==> src/hdl/lts_pkg.sv <==
// Package with shared types, constants and the helper function of the lottery task scheduler.
package lts_pkg;

	localparam int TaskSlotsDef  = 16;
	localparam int TicketBitsDef = 16;
	localparam logic [15:0] TimeCreditReset = 16'd20001;

	typedef enum logic [2:0] {
		ST_ADDED    = 3'd0,
		ST_FULL     = 3'd1,
		ST_ZERO     = 3'd2,
		ST_NOSPACE  = 3'd3,
		ST_RAN      = 3'd4,
		ST_MISS     = 3'd5,
		ST_EMPTY    = 3'd6
	} status_t;

	typedef enum logic {
		FN_ADD  = 1'b0,
		FN_DRAW = 1'b1
	} func_t;

	typedef struct packed {
		logic        func;
		logic [15:0] task_id;
		logic [15:0] quanta;
		logic [5:0]  ticket_count;
		logic [31:0] random_word;
	} item_t;

	typedef struct packed {
		logic [2:0]  status;
		logic [15:0] winner_id;
		logic        task_finished;
		logic [15:0] drawn_ticket;
		logic [47:0] class_time_total;
		logic [31:0] class_add_total;
	} result_t;

	// Priority class of a ticket count; valid bit in msb.
	function automatic logic [2:0] class_of(input logic [5:0] prio);
		logic [2:0] c;
		begin
			unique case (prio)
				6'd20:   c = 3'b100;
				6'd10:   c = 3'b101;
				6'd5:    c = 3'b110;
				6'd1:    c = 3'b111;
				default: c = 3'b000;
			endcase
			return c;
		end
	endfunction

endpackage

==> src/hdl/lts_queue.sv <==
// Short two-entry queue between the front and the back of the scheduler.
module lts_queue (
	input  logic           clk,
	input  logic           arst_n,
	input  logic           push,
	input  lts_pkg::item_t push_data,
	input  logic           pop,
	output logic           not_empty,
	output logic           full,
	output lts_pkg::item_t pop_data
);
	import lts_pkg::*;

	item_t    mem_q [2];
	logic       wr_ptr_q;
	logic       rd_ptr_q;
	logic [1:0] count_q;

	always_ff @(posedge clk) begin
		if (push) begin
			mem_q[wr_ptr_q] <= push_data;
		end
	end

	always_ff @(posedge clk or negedge arst_n) begin
		if (!arst_n) begin
			wr_ptr_q <= 1'b0;
			rd_ptr_q <= 1'b0;
			count_q  <= 2'd0;
		end else begin
			if (push) wr_ptr_q <= ~wr_ptr_q;
			if (pop)  rd_ptr_q <= ~rd_ptr_q;
			count_q <= count_q + 2'(push) - 2'(pop);
		end
	end

	assign not_empty = (count_q != 2'd0);
	assign full      = (count_q == 2'd2);
	assign pop_data  = mem_q[rd_ptr_q];
endmodule

==> src/hdl/lts_engine.sv <==
// Back end of the scheduler: modulo reduction, slot search and table update.
module lts_engine #(
	parameter int TASK_SLOTS  = lts_pkg::TaskSlotsDef,
	parameter int TICKET_BITS = lts_pkg::TicketBitsDef
) (
	input  logic             clk,
	input  logic             arst_n,
	input  logic [15:0]      time_credit,
	input  logic             item_valid,
	input  lts_pkg::item_t   item,
	output logic             item_pop,
	output logic             result_valid,
	output lts_pkg::result_t result
);
	import lts_pkg::*;

	localparam int SW = $clog2(TASK_SLOTS);
	localparam int LW = $clog2(TASK_SLOTS + 1);
	localparam int RB = 32;
	localparam int CW = $clog2(RB + 1);

	typedef enum logic [2:0] {S_IDLE, S_ADD, S_MOD, S_SCAN, S_FIN} state_t;

	state_t                 state_q;
	item_t                  cur_q;
	logic [TASK_SLOTS-1:0]  valid_q;
	logic [15:0]            id_mem  [TASK_SLOTS];
	logic [15:0]            qnt_mem [TASK_SLOTS];
	logic [TICKET_BITS-1:0] base_mem[TASK_SLOTS];
	logic [5:0]             span_mem[TASK_SLOTS];
	logic [TICKET_BITS-1:0] issued_q;
	logic [LW-1:0]          live_q;
	logic [31:0]            adds_q [4];
	logic [47:0]            time_q [4];
	logic [SW:0]            idx_q;
	logic [SW-1:0]          free_q;
	logic                   free_ok_q;
	logic [TICKET_BITS-1:0] rem_q;
	logic [31:0]            quo_q;
	logic [CW-1:0]          bit_q;
	result_t                res_q;
	logic                   rv_q;

	logic [TICKET_BITS:0]   rem_sh;
	logic [TICKET_BITS:0]   rem_sub;
	logic [SW-1:0]          idx;
	logic [2:0]             cls_add;
	logic [2:0]             cls_win;
	logic [TICKET_BITS:0]   hi_w;
	logic                   hit;
	logic [TICKET_BITS:0]   sum_w;

	assign idx     = idx_q[SW-1:0];
	assign rem_sh  = {rem_q, quo_q[31]};
	assign rem_sub = rem_sh - {1'b0, issued_q};
	assign cls_add = class_of(cur_q.ticket_count);
	assign cls_win = class_of(span_mem[idx]);
	assign hi_w    = {1'b0, base_mem[idx]} + (TICKET_BITS+1)'(span_mem[idx]);
	assign hit     = valid_q[idx] && ({1'b0, rem_q} >= {1'b0, base_mem[idx]})
		&& ({1'b0, rem_q} < hi_w);
	assign sum_w   = {1'b0, issued_q} + (TICKET_BITS+1)'(cur_q.ticket_count);
	assign item_pop = (state_q == S_IDLE) && item_valid;
	assign result_valid = rv_q;
	assign result = res_q;

	always_ff @(posedge clk) begin
		if (state_q == S_ADD && idx_q == (SW+1)'(TASK_SLOTS) && free_ok_q &&
			!(sum_w > {1'b0, {TICKET_BITS{1'b1}}})) begin
			id_mem[free_q]   <= cur_q.task_id;
			qnt_mem[free_q]  <= cur_q.quanta;
			base_mem[free_q] <= issued_q;
			span_mem[free_q] <= cur_q.ticket_count;
		end else if (state_q == S_SCAN && idx_q < (SW+1)'(TASK_SLOTS) && hit) begin
			qnt_mem[idx] <= qnt_mem[idx] - 16'd1;
		end
	end

	always_ff @(posedge clk or negedge arst_n) begin
		if (!arst_n) begin
			state_q   <= S_IDLE;
			valid_q   <= '0;
			issued_q  <= '0;
			live_q    <= '0;
			for (int k = 0; k < 4; k++) begin
				adds_q[k] <= '0;
				time_q[k] <= '0;
			end
			idx_q     <= '0;
			free_q    <= '0;
			free_ok_q <= 1'b0;
			rem_q     <= '0;
			quo_q     <= '0;
			bit_q     <= '0;
			rv_q      <= 1'b0;
			res_q     <= '0;
			cur_q     <= '0;
		end else begin
			rv_q <= 1'b0;
			unique case (state_q)
				S_IDLE: begin
					if (item_valid) begin
						cur_q     <= item;
						idx_q     <= '0;
						free_ok_q <= 1'b0;
						rem_q     <= '0;
						quo_q     <= item.random_word;
						bit_q     <= '0;
						if (item.func == FN_ADD) begin
							if (item.ticket_count == 6'd0 || item.quanta == 16'd0) begin
								res_q <= '{status: ST_ZERO, default: '0};
								rv_q <= 1'b1;
							end else begin
								res_q   <= '0;
								state_q <= S_ADD;
							end
						end else if (live_q == '0 || issued_q == '0) begin
							res_q <= '{status: ST_EMPTY, default: '0};
							rv_q <= 1'b1;
						end else begin
							res_q   <= '0;
							state_q <= S_MOD;
						end
					end
				end
				S_ADD: begin
					// One slot a cycle looking for the lowest free one.
					if (idx_q < (SW+1)'(TASK_SLOTS)) begin
						if (!valid_q[idx] && !free_ok_q) begin
							free_ok_q <= 1'b1;
							free_q    <= idx;
						end
						idx_q <= idx_q + (SW+1)'(1);
					end else begin
						state_q <= S_IDLE;
						rv_q    <= 1'b1;
						if (!free_ok_q) begin
							res_q.status <= ST_FULL;
						end else if (sum_w > {1'b0, {TICKET_BITS{1'b1}}}) begin
							res_q.status <= ST_NOSPACE;
						end else begin
							res_q.status   <= ST_ADDED;
							valid_q[free_q] <= 1'b1;
							issued_q       <= sum_w[TICKET_BITS-1:0];
							live_q         <= live_q + LW'(1);
							if (cls_add[2]) begin
								adds_q[cls_add[1:0]] <= adds_q[cls_add[1:0]] + 32'd1;
								res_q.class_add_total <= adds_q[cls_add[1:0]] + 32'd1;
							end
						end
					end
				end
				S_MOD: begin
					// Restoring division, one quotient bit a cycle.
					quo_q <= {quo_q[30:0], 1'b0};
					if (rem_sh >= {1'b0, issued_q}) begin
						rem_q <= rem_sub[TICKET_BITS-1:0];
					end else begin
						rem_q <= rem_sh[TICKET_BITS-1:0];
					end
					bit_q <= bit_q + CW'(1);
					if (bit_q == CW'(RB - 1)) begin
						state_q <= S_SCAN;
					end
				end
				S_SCAN: begin
					res_q.drawn_ticket <= 16'(rem_q);
					if (idx_q < (SW+1)'(TASK_SLOTS) && hit) begin
						state_q <= S_IDLE;
						rv_q    <= 1'b1;
						res_q.status    <= ST_RAN;
						res_q.winner_id <= id_mem[idx];
						if (cls_win[2]) begin
							time_q[cls_win[1:0]] <= time_q[cls_win[1:0]] + 48'(time_credit);
							res_q.class_time_total <= time_q[cls_win[1:0]] + 48'(time_credit);
							res_q.class_add_total  <= adds_q[cls_win[1:0]];
						end
						if (qnt_mem[idx] == 16'd1) begin
							valid_q[idx] <= 1'b0;
							live_q <= live_q - LW'(1);
							res_q.task_finished <= 1'b1;
						end
					end else if (idx_q < (SW+1)'(TASK_SLOTS)) begin
						idx_q <= idx_q + (SW+1)'(1);
					end else begin
						state_q <= S_IDLE;
						rv_q    <= 1'b1;
						res_q.status <= ST_MISS;
					end
				end
				default: state_q <= S_IDLE;
			endcase
		end
	end
endmodule

==> src/hdl/lottery_task_scheduler.sv <==
// Top level of the lottery task scheduler: front end, item queue and engine.
//
// Items are accepted when start is high and busy is low; the front end
// places each transfer into a two-entry queue and busy rises only when the
// queue is full. The engine takes one item at a time: an add with zero
// tickets or zero quanta, or a draw on an empty table, answers in the cycle
// after it is dequeued, an add scans the slot table one slot a cycle, and a
// draw passes through the one-bit-per-cycle modulo unit and then scans the
// slots for the ticket owner. Each result shows on result for exactly one
// cycle with done high; the receiver cannot hold it off, so it must take
// every transfer when it appears.
module lottery_task_scheduler #(
	parameter int TASK_SLOTS  = lts_pkg::TaskSlotsDef,
	parameter int TICKET_BITS = lts_pkg::TicketBitsDef
) (
	input  logic             clk,
	input  logic             arst_n,
	input  logic             start,
	output logic             busy,
	input  lts_pkg::item_t   item,
	output logic             done,
	output lts_pkg::result_t result,
	input  logic             cfg_we,
	input  logic [15:0]      cfg_wdata
);
	import lts_pkg::*;

	logic [15:0] credit_q;
	logic        q_full;
	logic        q_ne;
	logic        q_pop;
	item_t       q_data;

	always_ff @(posedge clk or negedge arst_n) begin
		if (!arst_n) begin
			credit_q <= TimeCreditReset;
		end else if (cfg_we) begin
			credit_q <= cfg_wdata;
		end
	end

	assign busy = q_full;

	lts_queue u_queue (
		.clk       (clk),
		.arst_n    (arst_n),
		.push      (start && !q_full),
		.push_data (item),
		.pop       (q_pop),
		.not_empty (q_ne),
		.full      (q_full),
		.pop_data  (q_data)
	);

	lts_engine #(
		.TASK_SLOTS  (TASK_SLOTS),
		.TICKET_BITS (TICKET_BITS)
	) u_engine (
		.clk          (clk),
		.arst_n       (arst_n),
		.time_credit  (credit_q),
		.item_valid   (q_ne),
		.item         (q_data),
		.item_pop     (q_pop),
		.result_valid (done),
		.result       (result)
	);

	// A result only reports a winner when the status says one ran.
	a_winner: assert property (@(posedge clk) disable iff (!arst_n)
		done && result.status != ST_RAN |-> result.winner_id == 16'd0)
		else $error("winner id on non-run result");
	// Finishing a task only happens on a run.
	a_finish: assert property (@(posedge clk) disable iff (!arst_n)
		done && result.task_finished |-> result.status == ST_RAN)
		else $error("finish flag without a run");
	// A full queue stays full until the engine takes an entry.
	a_busy: assert property (@(posedge clk) disable iff (!arst_n)
		q_full && !q_pop |=> q_full)
		else $error("queue lost its full state without a pop");
endmodule
==> config.mk <==
export PLATFORM = sky130hd
export DESIGN_NAME = lottery_task_scheduler
export DESIGN_NICKNAME = d
export VERILOG_FILES = /design/src/hdl/lts_pkg.sv /design/src/hdl/lts_queue.sv /design/src/hdl/lts_engine.sv /design/src/hdl/lottery_task_scheduler.sv
export SDC_FILE = /design/constraint.sdc
export NUM_CORES = 2
export LEC_CHECK = 0
export BUFFER_PORTS_ARGS = -buffer_cell sky130_fd_sc_hd__buf_4
export CAP_MARGIN = 15
export CORE_MARGIN = 10
export CORE_UTILIZATION = 57
export CTS_CLUSTER_DIAMETER = 60
export DETAILED_ROUTE_END_ITERATION = 16
export GPL_TIMING_DRIVEN = 0
export MAX_ROUTING_LAYER = met4
export PLACE_DENSITY_LB_ADDON = 0.15
export SLEW_MARGIN = 0
export SYNTH_ARGS = -nofsm -noshare
export SYNTH_HDL_FRONTEND = slang
export SYNTH_HIERARCHICAL = 1
export SYNTH_SLANG_ARGS = --single-unit
export TNS_END_PERCENT = 1
==> constraint.sdc <==
create_clock -name clk -period 10.65 [get_ports clk]
set_clock_uncertainty 0.15 [all_clocks]
set_input_delay 3.195 -clock clk [delete_from_list [all_inputs] [get_ports clk]]
set_output_delay 3.195 -clock clk [all_outputs]
set_load 0.005 [all_outputs]
==> metrics list <==
* Wire length of the first global-routing pass: between 200000 and 300000 µm
* Grt met2 use: 0.4327
- Number of DRC violations after detailed-routing iteration 0: just over 5k
* Final layout net count: between 5k and 6k
- For the worst-skew pair, the clock arrives at the later sink with an insertion delay of 0.78 ns.
* Power per cell area: 234.0 nW/µm²
* Die Y: between 300 and 400 µm
- After synthesis the cells add up to a little under 70000 µm².
- Max-slew violation count: 0
- Min Hold Slack: 0.3247 ns
* Clock period minus worst slack: between 10 and 15 ns
- Post-detailed-route via-to-cell ratio: 6.392
- Reg clk slew, reported paths: approximately 0.060 ns
- Port bufs: 207
* Clock buffer count from CTS: around 160
- For this design the top-level I/O count stands at roughly 210.
* Count of hold-fix buffers inserted at cts: 0
- Setup repair after global routing left no endpoint under its margin.
- The initial antenna violation count was 2.
- Leaving out fill and tap cells, the most frequent cell in the layout is sky130_fd_sc_hd__edfxtp_1.
* Synthesis Warnings: 6
- The filler cells instantiated in the layout total roughly 8.3k.
- Measured slew at the worst slew-check pin: between 1 and 1.5 ns
- CP Data Arrival Time: ~11 ns
- Die area: ~130000 µm²
* Max_slew headroom: 0.2093
- For this block, the via count after detailed routing is between 40k and 50k.
- Post-detailed-route DRC marker count: 0
- Worst setup path class: register to register
- After layout, the design draws a total of ~18 mW.
- Async S/R FF share, synth: 0.3732
- For met1 alone, demand over resource in global routing was 0.3796.
* Proportion of layout cells with a drive suffix above 1: 0.1995
- STA classifies the critical path endpoint as a register.
- The synthesized design spends more area on one cell type than any other, namely sky130_fd_sc_hd__edfxtp_1.
- Worst EP required: roughly 11 ns
- In the final routed layout, each cell accounts on average for roughly 27 µm.
- Register area share after synthesis: 0.6641
- GRT Util Overall: 0.2802
- Sort of element at the start of the critical path: register
* DRT antenna net count: 0
- In this run the worst path has a maximum fanout of 19.
* Wire length after detailed routing: ~180000 µm
- In the layout the commonest cells are 1006 x sky130_fd_sc_hd__edfxtp_1, 625 x sky130_fd_sc_hd__nand2_1, 593 x sky130_fd_sc_hd__dfrtp_1, 397 x sky130_fd_sc_hd__o21ai_0, 269 x sky130_fd_sc_hd__mux4_2.
- Setup crit start: u_engine/idx_q[1]$_DFFE_PN0P_
- Area of the core region: 118200 µm²
- IR analysis of the VDD net gives a maximum drop of between 0.00015 and 0.0002 V.
* Initial Util: 0.5757
- Registers take between 40000 and 50000 µm².
- The largest individual stage delay along the critical path comes from the cell sky130_fd_sc_hd__o31ai_1.
- The tree is rooted in a sky130_fd_sc_hd__clkbuf_16.
- Clock tree from TritonCTS: done
* Layout overhead on the synthesized area: 14.98%
- Final worst-path setup slack: between 0.2 and 0.3 ns
* Met3 track demand over resource: 0.04928
- In this run the number of H-tree levels came out at 4.
- Most crowded layer after global routing: met2
- The synthesized design contains about 1.6k register bits.
* Routability Congestion: just over 0.9
- Setup violations remaining at the end of the flow were counted as 0.
- On the worst path, the slowest cell contributes a delay of 0.67 ns.
- Unique cell type count in the Yosys netlist: slightly below 90
- Before CTS, the worst setup slack after placement is -2.902 ns.
- For this design, the sink count on the clock tree is around 1.6k.
* Main synth FF type: sky130_fd_sc_hd__edfxtp_1
* Outcome: complete, no violations
- The tool flagged a number of max-cap violations equal to 0.
- Std cell rows: between 100 and 150
- Dividing the final minimum period by the clock period gives 0.9735.
- The number of nets handed over by synthesis was just under 5k.
* Average footprint of a synthesized cell: approximately 14 µm²
- Clk buf depth: 3
* Start point of the worst hold path: u_engine/time_q[113]$_DFFE_PN0P_
- Number of global-route vias before repair: ~44k
- The min-delay analysis places its worst path in the category register to register.
- Global routing finished with a remaining overflow of 0.
* Number of enable flip-flop cells after synthesis: around 1.0k
- Most common cell type on the critical path: sky130_fd_sc_hd__buf_2
* Leakage power of the design: a little under 30 nW
- In the synthesized netlist, the number of instances is around 4.7k.
- Entering global routing, the biggest net connects 114 pins.
- Area of the multi-input gates: 21560 µm²
- Number of hold violations in the final report: 0
- After synthesis, the cell types taking the most area are sky130_fd_sc_hd__edfxtp_1 44%, sky130_fd_sc_hd__dfrtp_1 22%, sky130_fd_sc_hd__mux4_2 8.9%.
* Horiz. Die Dim: 365.6 µm
- First-pass DRT Iterations: 8
- The startpoint identified for the worst register-to-register timing path is u_engine/idx_q[1]$_DFFE_PN0P_.
- Static timing analysis puts the maximum clock frequency at around 0.096 GHz.
- The share of synthesized area in the top cell type comes to 0.4438.
- HPWL after detailed placement: around 120000 µm
==> worst paths after layout <==
check | end | slack (ns) | cells past startpoint
hold / removal | u_engine/time_q[113]$_DFFE_PN0P_ | 0.32 | 2
setup / recovery | u_engine/result[9]$_DFFE_PN0P_ | 0.28 | 30
setup reg to reg | u_engine/result[9]$_DFFE_PN0P_ | 0.28 | 30
hold reg to reg | u_engine/time_q[113]$_DFFE_PN0P_ | 0.32 | 2
max in group asynchronous | u_engine/adds_q[112]$_DFFE_PN0P_ | 6.08 | 5
min in group asynchronous | u_engine/result[109]$_DFFE_PN0P_ | 2.15 | 1
==> final cells by class <==
| cell class | count | share of cell area |
|---|---|---|
| buffer | 273 | 0.01669 |
| inverter | 89 | 0.004269 |
| clock inverter | 90 | 0.01073 |
| sequential | 1605 | 0.5776 |
| antenna | 1 | 0.00003197 |
| clock buffer | 213 | 0.05752 |
| tap | 1536 | 0.02456 |
| timing repair buffer | 263 | 0.03313 |
| multi-input combinational | 2725 | 0.2755 |
==> synthesized netlist by cell type, drive strengths merged, types with 21 or more instances <==
cell type,number
mux4,269
edfxtp,1006
ha,88
nor2,196
clkbuf,195
inv,88
o221ai,77
or3,31
a21oi,65
xnor2,75
nand2,625
a21o,26
o22ai,77
o21ai,462
a22oi,33
nand3,95
dfrtp,593
nor3,70
nor4,32
buf,82
xor2,59
mux2,106
nand2b,21
a22o,23
nand4,23
o21a,27
nor2b,24
==> report_power, final <==
| group | switching (mW) | internal, mW | total (mW) |
|---|---|---|---|
| registers | 0.400 | 7.34 | 7.74 |
| clock network | 2.42 | 3.22 | 5.64 |
| logic | 2.97 | 1.97 | 4.94 |
| total | 5.79 | 12.5 | 18.3 |
==> through the flow <==
step	TNS [ns]	util	cell area [µm²]	std cells
after floorplan	0	-	68070	4696
after global placement	-2401.09	0.6051	71540	6439
after detailed placement	-1646.02	0.6143	72630	6487
after CTS	0	0.6612	78180	6789
after global routing	0	0.6619	78260	6794
final	0	0.6619	78260	6795
==> registers in the layout, indices dropped and copies added, names as in the netlist, 6 cells and up <==
register / flops
u_engine/base_mem: 256
u_engine/id_mem: 256
u_engine/qnt_mem: 256
u_engine/time_q: 192
u_queue/mem_q: 142
u_engine/adds_q: 128
u_engine/result: 116
u_engine/span_mem: 96
u_engine/cur_q: 38
u_engine/quo_q: 32
credit_q: 16
u_engine/issued_q: 16
u_engine/rem_q: 16
u_engine/valid_q: 16
u_engine/bit_q: 6
==> worst max-delay path, delay by kind of cell (launching register included) <==
| family | cells | cell delay, ns |
|---|---|---|
| mux | 2 | 0.92 |
| fa+ha+maj | 3 | 0.90 |
| simple gates | 1 | 0.43 |
| flops | 1 | 0.38 |
| xor+xnor | 1 | 0.15 |
| compound gates | 13 | 3.57 |
| buf+inv | 10 | 3.65 |
==> logic make-up after synthesis <==
kind of cell	count (synthesis)	share of synthesized area
adders and majority gates	93	0.01765
AOI/OAI and AO/OA	901	0.08294
DFF	1605	0.6641
buffers and inverters	366	0.02391
and+or+nand+nor	1201	0.07983
muxes	394	0.1137
xor gates and xnor gates	135	0.01781
other	1	0.00005509
==> timing repair <==
action / in CTS / in global routing
buffers inserted: 2 / 1
pin swaps: 1 / 1
setup endpoints to repair: 826 / 727
gates resized for setup: 48 / 5
cloned: 0 / 0
==> per-layer routing <==
metal  vias up  part of all wire  routed length [µm]
li1      18660                 -                   -
met1     22150              0.40               72460
met3       410             0.090               16320
met4         0             0.032                5879
met2      2212              0.48               86540
met5         -                 0                   0
Note: power is estimated with default switching activity, not from simulation.
